--- config.mk ---
export PLATFORM = sky130hd
export DESIGN_NAME = serial_rtc_shift_interface_flat
export DESIGN_NICKNAME = d
export VERILOG_FILES = /design/src/sv/srtc_pkg.sv /design/src/sv/srtc_pin_if.sv /design/src/sv/srtc_data_if.sv /design/src/sv/serial_rtc_shift_interface.sv /design/src/flat_wrapper.sv
export SDC_FILE = /design/constraint.sdc
export NUM_CORES = 1
export LEC_CHECK = 0
export BUFFER_PORTS_ARGS = -buffer_cell sky130_fd_sc_hd__clkbuf_2
export CAP_MARGIN = 5
export CORE_ASPECT_RATIO = 0.8
export CORE_MARGIN = 4
export CORE_UTILIZATION = 24
export CTS_CLUSTER_DIAMETER = 60
export CTS_CLUSTER_SIZE = 10
export DETAILED_ROUTE_END_ITERATION = 12
export SLEW_MARGIN = 10
export SYNTH_ARGS = -nofsm -noshare
export SYNTH_HDL_FRONTEND = slang
export SYNTH_SLANG_ARGS = --single-unit
--- constraint.sdc ---
create_clock -name clk -period 2.1 [get_ports clk]
set_input_delay 0.105 -clock clk [delete_from_list [all_inputs] [get_ports clk]]
set_output_delay 0.105 -clock clk [all_outputs]
set_load 0.02 [all_outputs]
--- src/sv/srtc_pkg.sv ---
`default_nettype none

package srtc_pkg;

    // Pin selector codes
    localparam logic [2:0] PIN_CLOCK  = 3'd0;
    localparam logic [2:0] PIN_STROBE = 3'd1;
    localparam logic [2:0] PIN_C0     = 3'd2;
    localparam logic [2:0] PIN_C1     = 3'd3;
    localparam logic [2:0] PIN_C2     = 3'd4;
    localparam logic [2:0] PIN_DIN    = 3'd5;

    // Latched command modes that the block acts on
    localparam logic [2:0] MODE_SHIFT     = 3'd1;
    localparam logic [2:0] MODE_TIME_READ = 3'd3;

    localparam int unsigned HalfWidth = 20;
    localparam int unsigned Radix     = 10;

    // Reciprocal of ten scaled by 2^11, exact for inputs below 1024
    localparam logic [7:0] RecipTen  = 8'd205;
    localparam int unsigned RecipShift = 11;

    typedef logic [HalfWidth-1:0] half_t;

    typedef struct packed {
        logic [3:0] tens;
        logic [3:0] ones;
    } bcd_t;

    // Split a six-bit binary value into two BCD digits
    function automatic bcd_t to_bcd(input logic [5:0] value);
        logic [13:0] prod;
        logic [2:0]  quot;
        logic [5:0]  rem;
        bcd_t        res;
        prod = {8'd0, value} * {6'd0, RecipTen};
        quot = prod[RecipShift +: 3];
        rem  = value - ({3'd0, quot} * 6'(Radix));
        res.tens = {1'b0, quot};
        res.ones = rem[3:0];
        return res;
    endfunction

endpackage

`default_nettype wire

--- src/sv/srtc_pin_if.sv ---
`default_nettype none

interface srtc_pin_if;
    logic       valid;
    logic       ready;
    logic [2:0] cmd;
    logic       level;
    logic [5:0] second;
    logic [5:0] minute;
    logic [4:0] hour;
    logic [4:0] day;
    logic [2:0] weekday;
    logic [3:0] month;

    modport source (
        output valid, cmd, level, second, minute, hour, day, weekday, month,
        input  ready
    );
    modport sink (
        input  valid, cmd, level, second, minute, hour, day, weekday, month,
        output ready
    );
endinterface

`default_nettype wire

--- src/sv/srtc_data_if.sv ---
`default_nettype none

interface srtc_data_if;
    logic valid;
    logic ready;
    logic data_out;

    modport source (
        output valid, data_out,
        input  ready
    );
    modport sink (
        input  valid, data_out,
        output ready
    );
endinterface

`default_nettype wire

--- src/sv/serial_rtc_shift_interface.sv ---
// Channel    Dir  Payload                                              Meaning
// pin_ch     in   cmd, level, second, minute, hour, day, weekday,      one pin change request
//                 month
// data_ch    out  data_out                                             bit shifted out on clock rise
//
// One request is taken every cycle unless stalled; a rising clock pin request gives its bit on
// data_ch in the following cycle. The single output register sets the rate:
// pin_ch stays ready while that register is empty or being drained in the same cycle.
// A stall on data_ch holds the waiting bit and blocks pin_ch only while it persists.
// Reset (rst_n low, asynchronous) sets all pin levels high, clears command, mode
// and shift register, and empties the output register.
`default_nettype none

module serial_rtc_shift_interface (
    input  wire logic    clk,
    input  wire logic    rst_n,
    srtc_pin_if.sink     pin_ch,
    srtc_data_if.source  data_ch
);

    logic                clock_level_reg,  clock_level_next;
    logic                strobe_level_reg, strobe_level_next;
    logic                din_level_reg,    din_level_next;
    logic [2:0]          command_reg,      command_next;
    logic [2:0]          mode_reg,         mode_next;
    srtc_pkg::half_t     shift_low_reg,    shift_low_next;
    srtc_pkg::half_t     shift_high_reg,   shift_high_next;
    logic                out_valid_reg,    out_valid_next;
    logic                data_out_reg,     data_out_next;

    logic                accept;
    logic                clock_rise;
    logic                strobe_rise;
    srtc_pkg::bcd_t      sec_bcd, min_bcd, hour_bcd, day_bcd;

    // Take a new request whenever the output slot is free or drains this cycle
    assign pin_ch.ready  = !out_valid_reg || data_ch.ready;
    assign accept        = pin_ch.valid && pin_ch.ready;

    assign data_ch.valid    = out_valid_reg;
    assign data_ch.data_out = data_out_reg;

    assign clock_rise  = !clock_level_reg  && pin_ch.level;
    assign strobe_rise = !strobe_level_reg && pin_ch.level;

    // BCD digits for the time read load
    assign sec_bcd  = srtc_pkg::to_bcd(pin_ch.second);
    assign min_bcd  = srtc_pkg::to_bcd(pin_ch.minute);
    assign hour_bcd = srtc_pkg::to_bcd({1'b0, pin_ch.hour});
    assign day_bcd  = srtc_pkg::to_bcd({1'b0, pin_ch.day});

    always_comb
    begin
        clock_level_next  = clock_level_reg;
        strobe_level_next = strobe_level_reg;
        din_level_next    = din_level_reg;
        command_next      = command_reg;
        mode_next         = mode_reg;
        shift_low_next    = shift_low_reg;
        shift_high_next   = shift_high_reg;
        data_out_next     = data_out_reg;
        // drop the waiting bit once the sink takes it
        out_valid_next    = out_valid_reg && !data_ch.ready;

        if (accept)
        begin
            case (pin_ch.cmd)
                srtc_pkg::PIN_CLOCK:
                begin
                    if (clock_rise)
                    begin
                        // emit bit 0 before any shift
                        out_valid_next = 1'b1;
                        data_out_next  = shift_low_reg[0];
                        if (mode_reg == srtc_pkg::MODE_SHIFT)
                        begin
                            shift_low_next  = {shift_high_reg[0], shift_low_reg[19:1]};
                            shift_high_next = {din_level_reg, shift_high_reg[19:1]};
                        end
                    end
                    clock_level_next = pin_ch.level;
                end
                srtc_pkg::PIN_STROBE:
                begin
                    if (strobe_rise)
                    begin
                        // latch the command; a time read loads the register
                        mode_next = command_reg;
                        if (command_reg == srtc_pkg::MODE_TIME_READ)
                        begin
                            shift_low_next  = {hour_bcd.ones, min_bcd.tens, min_bcd.ones,
                                               sec_bcd.tens, sec_bcd.ones};
                            shift_high_next = {pin_ch.month, 1'b0, pin_ch.weekday,
                                               day_bcd.tens, day_bcd.ones, hour_bcd.tens};
                        end
                    end
                    strobe_level_next = pin_ch.level;
                end
                srtc_pkg::PIN_C0:  command_next[0] = pin_ch.level;
                srtc_pkg::PIN_C1:  command_next[1] = pin_ch.level;
                srtc_pkg::PIN_C2:  command_next[2] = pin_ch.level;
                srtc_pkg::PIN_DIN: din_level_next  = pin_ch.level;
                default:
                begin
                    // unused selectors change nothing
                end
            endcase
        end
    end

    always_ff @(posedge clk or negedge rst_n)
    begin
        if (!rst_n)
        begin
            clock_level_reg  <= 1'b1;
            strobe_level_reg <= 1'b1;
            din_level_reg    <= 1'b1;
            command_reg      <= '0;
            mode_reg         <= '0;
            shift_low_reg    <= '0;
            shift_high_reg   <= '0;
            out_valid_reg    <= 1'b0;
        end
        else
        begin
            clock_level_reg  <= clock_level_next;
            strobe_level_reg <= strobe_level_next;
            din_level_reg    <= din_level_next;
            command_reg      <= command_next;
            mode_reg         <= mode_next;
            shift_low_reg    <= shift_low_next;
            shift_high_reg   <= shift_high_next;
            out_valid_reg    <= out_valid_next;
        end
    end

    always_ff @(posedge clk)
    begin
        data_out_reg <= data_out_next;
    end

endmodule

`default_nettype wire

--- src/flat_wrapper.sv ---
// flat-port wrapper written by rule: the top's interface ports become plain ports
module serial_rtc_shift_interface_flat 
  (clk, rst_n, pin_ch_valid, pin_ch_cmd, pin_ch_level, pin_ch_second, pin_ch_minute, pin_ch_hour, pin_ch_day, pin_ch_weekday, pin_ch_month, pin_ch_ready, data_ch_valid, data_ch_data_out, data_ch_ready);
  srtc_pin_if pin_ch_i ();
  srtc_data_if data_ch_i ();
  input  wire logic clk;
  input  wire logic rst_n;
  input wire logic [$bits(pin_ch_i.valid)-1:0] pin_ch_valid;
  input wire logic [$bits(pin_ch_i.cmd)-1:0] pin_ch_cmd;
  input wire logic [$bits(pin_ch_i.level)-1:0] pin_ch_level;
  input wire logic [$bits(pin_ch_i.second)-1:0] pin_ch_second;
  input wire logic [$bits(pin_ch_i.minute)-1:0] pin_ch_minute;
  input wire logic [$bits(pin_ch_i.hour)-1:0] pin_ch_hour;
  input wire logic [$bits(pin_ch_i.day)-1:0] pin_ch_day;
  input wire logic [$bits(pin_ch_i.weekday)-1:0] pin_ch_weekday;
  input wire logic [$bits(pin_ch_i.month)-1:0] pin_ch_month;
  output wire logic [$bits(pin_ch_i.ready)-1:0] pin_ch_ready;
  output wire logic [$bits(data_ch_i.valid)-1:0] data_ch_valid;
  output wire logic [$bits(data_ch_i.data_out)-1:0] data_ch_data_out;
  input wire logic [$bits(data_ch_i.ready)-1:0] data_ch_ready;
  assign pin_ch_i.valid = pin_ch_valid;
  assign pin_ch_i.cmd = pin_ch_cmd;
  assign pin_ch_i.level = pin_ch_level;
  assign pin_ch_i.second = pin_ch_second;
  assign pin_ch_i.minute = pin_ch_minute;
  assign pin_ch_i.hour = pin_ch_hour;
  assign pin_ch_i.day = pin_ch_day;
  assign pin_ch_i.weekday = pin_ch_weekday;
  assign pin_ch_i.month = pin_ch_month;
  assign pin_ch_ready = pin_ch_i.ready;
  assign data_ch_valid = data_ch_i.valid;
  assign data_ch_data_out = data_ch_i.data_out;
  assign data_ch_i.ready = data_ch_ready;
  serial_rtc_shift_interface u_core (.clk(clk), .rst_n(rst_n), .pin_ch(pin_ch_i), .data_ch(data_ch_i));
endmodule
# Word-level counts from Yosys, hierarchy flattened
# Index checks and enable logic that the tools add are counted.
totals:
  ff_bits: 51
op_classes:
  muxes: 13
  eq_ne: 11
  n_mul: 8
  n_reduce_logical: 20
  add_sub_neg: 4
ops:
  columns: ["op", "n"]
  rows:
  - ["two-way mux 20 bit", 8]
  - ["case mux 20 bit (2 select lines)", 2]
  - ["multiplier 6 x 8 -> 14 bit, second input constant", 2]
  - ["multiplier 5 x 8 -> 13 bit, second input constant", 2]
  - ["subtractor 4 bit", 4]
  - ["AND reduction 2 bit", 6]
  - ["equality test 3 x 2 -> 1 bit, second input constant", 3]
  - ["!= test 2 x 1 -> 1 bit, second input constant", 4]
  - ["equality test 3 x 1 -> 1 bit, second input constant", 2]
  - ["equality test 3 bit, second input constant", 2]
  - ["multiplier 2 x 3 -> 3 bit, second input constant", 2]
  - ["multiplier 3 x 3 -> 3 bit, second input constant", 2]
  - ["AND reduction 3 bit", 2]
  - ["AND reduction 6 bit", 1]
  - ["logical AND 1 bit", 4]
  - ["logical NOT 1 bit", 4]
  - ["logical NOT 3 bit", 1]
  - ["two-way mux 1 bit", 3]
  - ["nonzero test 2 bit", 1]
  - ["logical OR 1 bit", 1]

# Longest topological paths before layout
logic_depth:
  word_depth: 6
  ltp_mapped: 20
  mapped_depth_nobuf: 20

# Least setup slack after synthesis
# OpenSTA, ideal clock, no wires.
synth_path:
  path_kind: "in2reg"
  from: "input pin_ch_second[4]"
  to: "register u_core.shift_low_reg[3]"
  t_required_ps: 1982
  n_path_buf: 0
  setup_time_ps: 118
  arrival_time_ps: 4321
  setup_slack_ps: -2339
  path_stages: 18
  cell_sequence: "inv_1 ha_1 inv_1 fa_1 fa_1 ha_1 or4_1 a21oi_1 o21ai_1 a31oi_1 xnor2_1 inv_1 fa_1 xnor2_1 xnor2_1 a2111oi_0 o41ai_2 a21o_1"
synth_via:
  elab_chain_cells: 6
synth_lines:
  columns: ["element", "line_no", "text"]
  rows:
  - ["start, declared", "flat_wrapper.sv:11", "input wire logic [$bits(pin_ch_i.second)-1:0] pin_ch_second;"]
  - ["multiplier 6 x 8 -> 14 bit", "srtc_pkg.sv:37", "prod = {8'd0, value} * {6'd0, RecipTen};"]
  - ["multiplier 3 x 3 -> 3 bit", "srtc_pkg.sv:39", "rem = value - ({3'd0, quot} * 6'(Radix));"]
  - ["subtractor 4 bit", "srtc_pkg.sv:39", null]
  - ["two-way mux 20 bit", "serial_rtc_shift_interface.sv:89", "if (command_reg == srtc_pkg::MODE_TIME_READ)"]
  - ["two-way mux 20 bit", "serial_rtc_shift_interface.sv:85", "if (strobe_rise)"]
  - ["case mux 20 bit (2 select lines)", "serial_rtc_shift_interface.sv:67", "case (pin_ch.cmd)"]
  - ["end signal, assigned", "serial_rtc_shift_interface.sv:131", "shift_low_reg <= shift_low_next;"]
  - ["end, declared", "serial_rtc_shift_interface.sv:26", "srtc_pkg::half_t shift_low_reg, shift_low_next;"]
# Every way passes these cells. The select of a mux whose other input is x is not followed.
# A chain may end at the register's enable or synchronous reset.

# Worst setup path after layout
# Ends and elaborated chain as after synthesis.

==> summary.md <==
| Metric | Value |
|---|---|
| Status | `complete, but fails checks` |
| Failing checks | `setup timing` |
| Root Buffer | `clkbuf_16` |
| Final worst slack | `-1.70 ns` |
| Io pins | `40` |
| Max-capacitance violation count | `0` |
| Crit Path Max Fanout | `3` |
| CTS clk-pin slew, worst paths | `0.07 ns` |
| Post-DP HPWL | `8490 um` |
| Share of cells above drive strength 1 | `48.2%` |
| Synth top area cells | `ha_1 25%, dfrtp_1 24%, fa_1 8.3%` |
| Worst hold stages | `3` |
| Worst vdd ir | `0.000368 V` |
| EDFF count, synth | `1` |
| Dominant cell type by area after synthesis | `ha_1` |
| Cell depth of the worst flop-to-flop path | `7` |
| # rows | `46` |
| Setup violators final | `22` |
| Final period utilization | `181%` |
| Drt total wl | `11300 um` |
| CP Cell Sequence | `clkbuf_16 > inv_8 > ha_4 > inv_2 > fa_2 > ha_4 > ha_4 > or4_4 > a21oi_4 > o21ai_4 > a31oi_4 > xnor2_2 > inv_2 > fa_2 > xnor2_2 > xnor2_2 > buf_4 > o2111a_1 > nor4_2 > a21o_1` |
| Clock Sinks | `51` |
| # diodes | `0` |
| Register area | `0.00128 mm^2` |
| Synthesized area | `0.00485 mm^2` |
| HP Class | `in -> reg` |
| Maximum clock insertion buffer count | `2` |
| Count leader, synth | `ha_1` |
| Largest net degree at the start of global routing | `51` |
| Fillers | `1935` |
| TritonRoute pass-1 iters | `4` |
| Crit-path leading delay family | `adder cells` |
| Avg Cell Area, Syn | `9.95 um^2` |
| Period minus WS final | `3.80 ns` |
| Max Freq | `263 MHz` |
| Post-synth top area share | `24.8%` |
| Max stage delay on crit path | `0.55 ns` |
| Hold Path Sink | `u_core.shift_high_reg[13]` |
| Slew Viols, Final | `0` |
| Setup crit start | `pin_ch_second[4]` |
| Syn nets | `640` |
| Kind of critical path | `in -> reg` |
| Grt met2 use | `16.1%` |
| Via count | `3958` |
| Die Y | `135 um` |
| Asr flop ratio synth | `98.0%` |
| Ys flop type | `dfrtp_1` |
| Multi-input gate area | `0.00410 mm^2` |
| CP max stage cell | `fa_2` |
| CORE AREA | `0.0199 mm^2` |
| Critical path endpoint category | `flop` |
| Worst endpoint required time | `2.33 ns` |
| Hold Slack | `0.0945 ns` |
| Die footprint | `0.0225 mm^2` |
| Slew headroom | `72.4%` |
| DRC viols | `0` |
| Leak | `3.46 nW` |
| PwrDens | `588 mW/mm^2` |
| GP Congestion | `0.779` |
| # H-tree levels | `2` |
| Die X | `167 um` |
| Hold_sp | `pin_ch_weekday[1]` |
| Yosys reg bits | `51` |
| Clock Latency Late Sink | `0.29 ns` |
| Starting density of the core | `24.4%` |
| Total CTS buffers | `5` |
| First-pass GRT wire length | `19200 um` |
| Fin Clk Skew | `0.00659 ns` |
| Antenna violations before repair | `0` |
| GR Util All Layers | `10.0%` |
| Via density | `4.40` |
| RR Endpoint | `u_core.shift_low_reg[11]` |
| Synth cell types | `64` |
| Total grt overflow | `0` |
| Worst EP arrival | `4.03 ns` |
| Crit path launch type | `input port` |
| Met1 Track Usage GR | `14.7%` |
| Met3 Track Usage GR | `1.52%` |
| Reg2Reg Launch Point | `u_core.clock_level_reg` |
| Area Growth Syn to Fin | `51.7%` |
| Cell count after synthesis | `487` |
| Sequential element share of the synthesized area | `26.5%` |
| CTS tree | `built` |
| Post-DRT Antenna Nets | `0` |
| WL/cell | `12.6 um` |
| IO buf count | `39` |
| Worst path bufs/invs | `5` |
| Place WS | `-2.08 ns` |
| Nets | `787` |
| Most frequent cells after synthesis | `96 x ha_1, 53 x inv_1, 47 x dfrtp_1` |
| Tightest Pin Transition | `0.411 ns` |
| Initial DRC count | `185` |
| Reg2Reg Setup Slack | `0 ns` |
| Hold Violations, Final | `0` |
| Vias in the first global route | `4002` |
| Busiest grt layer | `met2` |
| Yosys Warn Count | `0` |
| RSZ-0062 raised after global routing | `yes` |
==> placed cells by master, fill, tap and decap left out, drive strengths merged, types with 3 or more instances in the layout <==
cell type	synthesis	layout
a21oi	30	30
nor2	21	21
xnor2	13	13
ha	96	96
and4	3	3
inv	53	54
o21a	5	5
buf	9	119
fa	20	20
nand3b	3	3
a21o	3	3
nand2	37	37
a2111oi	3	3
o21ai	32	32
nand3	7	7
xor2	4	4
and2	4	4
mux2	9	9
dfstp	3	3
nor2b	3	3
dfrtp	47	47
and3	9	9
clkbuf	5	40
nand2b	3	3
a211oi	3	3
o31ai	3	3
mux2i	15	15
a22o	7	7
nor3	3	3
==> what timing repair did <==
item | CTS | global route
hold buffers | 1 | 0
setup buffers | 23 | 8
pin swaps | 57 | 44
endpoints found under the hold margin | 47 | 0
endpoints found under the setup margin | 22 | 27
resized for setup | 64 | 51
==> worst max path at each step <==
stage                     slack (ns)                  endpoint  depth (start not counted)
after global routing           -1.80   u_core.shift_low_reg[3]                         20
after detailed placement       -2.08  u_core.shift_low_reg[11]                         18
after CTS                      -1.74  u_core.shift_low_reg[11]                         17
after floorplan                -1.77   u_core.shift_low_reg[3]                         18
after global placement         -2.02   u_core.shift_low_reg[3]                         19
final                          -1.70   u_core.shift_low_reg[3]                         20
==> stage by stage <==
stage / util, % / power [W] / cells / cell area [um^2] / setup TNS, ns
2_1_floorplan: - / 0.00222 / 487 / 5220 / -16.61
3_3_place_gp: 32.4 / 0.00286 / 872 / 6430 / -24.87
3_5_place_dp: 32.4 / 0.00289 / 872 / 6430 / -25.54
4_1_cts: 35.7 / 0.00411 / 896 / 7100 / -17.24
5_1_grt: 37.0 / 0.00466 / 899 / 7350 / -18.41
6_report: 37.0 / 0.00432 / 899 / 7350 / -16.07
==> cell families after synthesis <==
kind of cell / count (synthesis) / synth area share [%]
XOR/XNOR: 18 / 3.54
AND/OR/NAND/NOR: 110 / 12.5
adder cells (fa/ha/maj): 116 / 33.0
flip-flops: 51 / 26.5
multiplexers: 24 / 5.19
buffers and inverters: 67 / 5.39
AO/OA/AOI/OAI: 101 / 13.8
==> report_power, final <==
part / internal (W) / leakage [nW] / switching [W]
sequential: 0.00108 / 0.685 / 0.0000543
clock: 0.000600 / 0.0875 / 0.000368
combinational: 0.00121 / 2.68 / 0.00101
==> area by class of cell <==
cell class | instances | area share [%]
Multi-Input combinational cell | 369 | 55.7
Sequential cell | 51 | 17.5
Timing Repair Buffer | 154 | 16.7
Tap cell | 264 | 4.49
Inverter | 53 | 3.18
Clock buffer | 6 | 1.89
Clock inverter | 2 | 0.527
==> per-layer routing <==
metal / part of all wire [%] / wire length [um]
met2: 48 / 5380
met1: 48 / 5470
met4: 0.39 / 44
met3: 3.6 / 405
met5: 0 / 0
==> worst min-delay path: cells and delay by family <==
kind            cells  cell delay (ns)
mux                 1             0.06
compound gates      1             0.11
buf+inv             1             0.07
(Power assumes the default switching activity.)
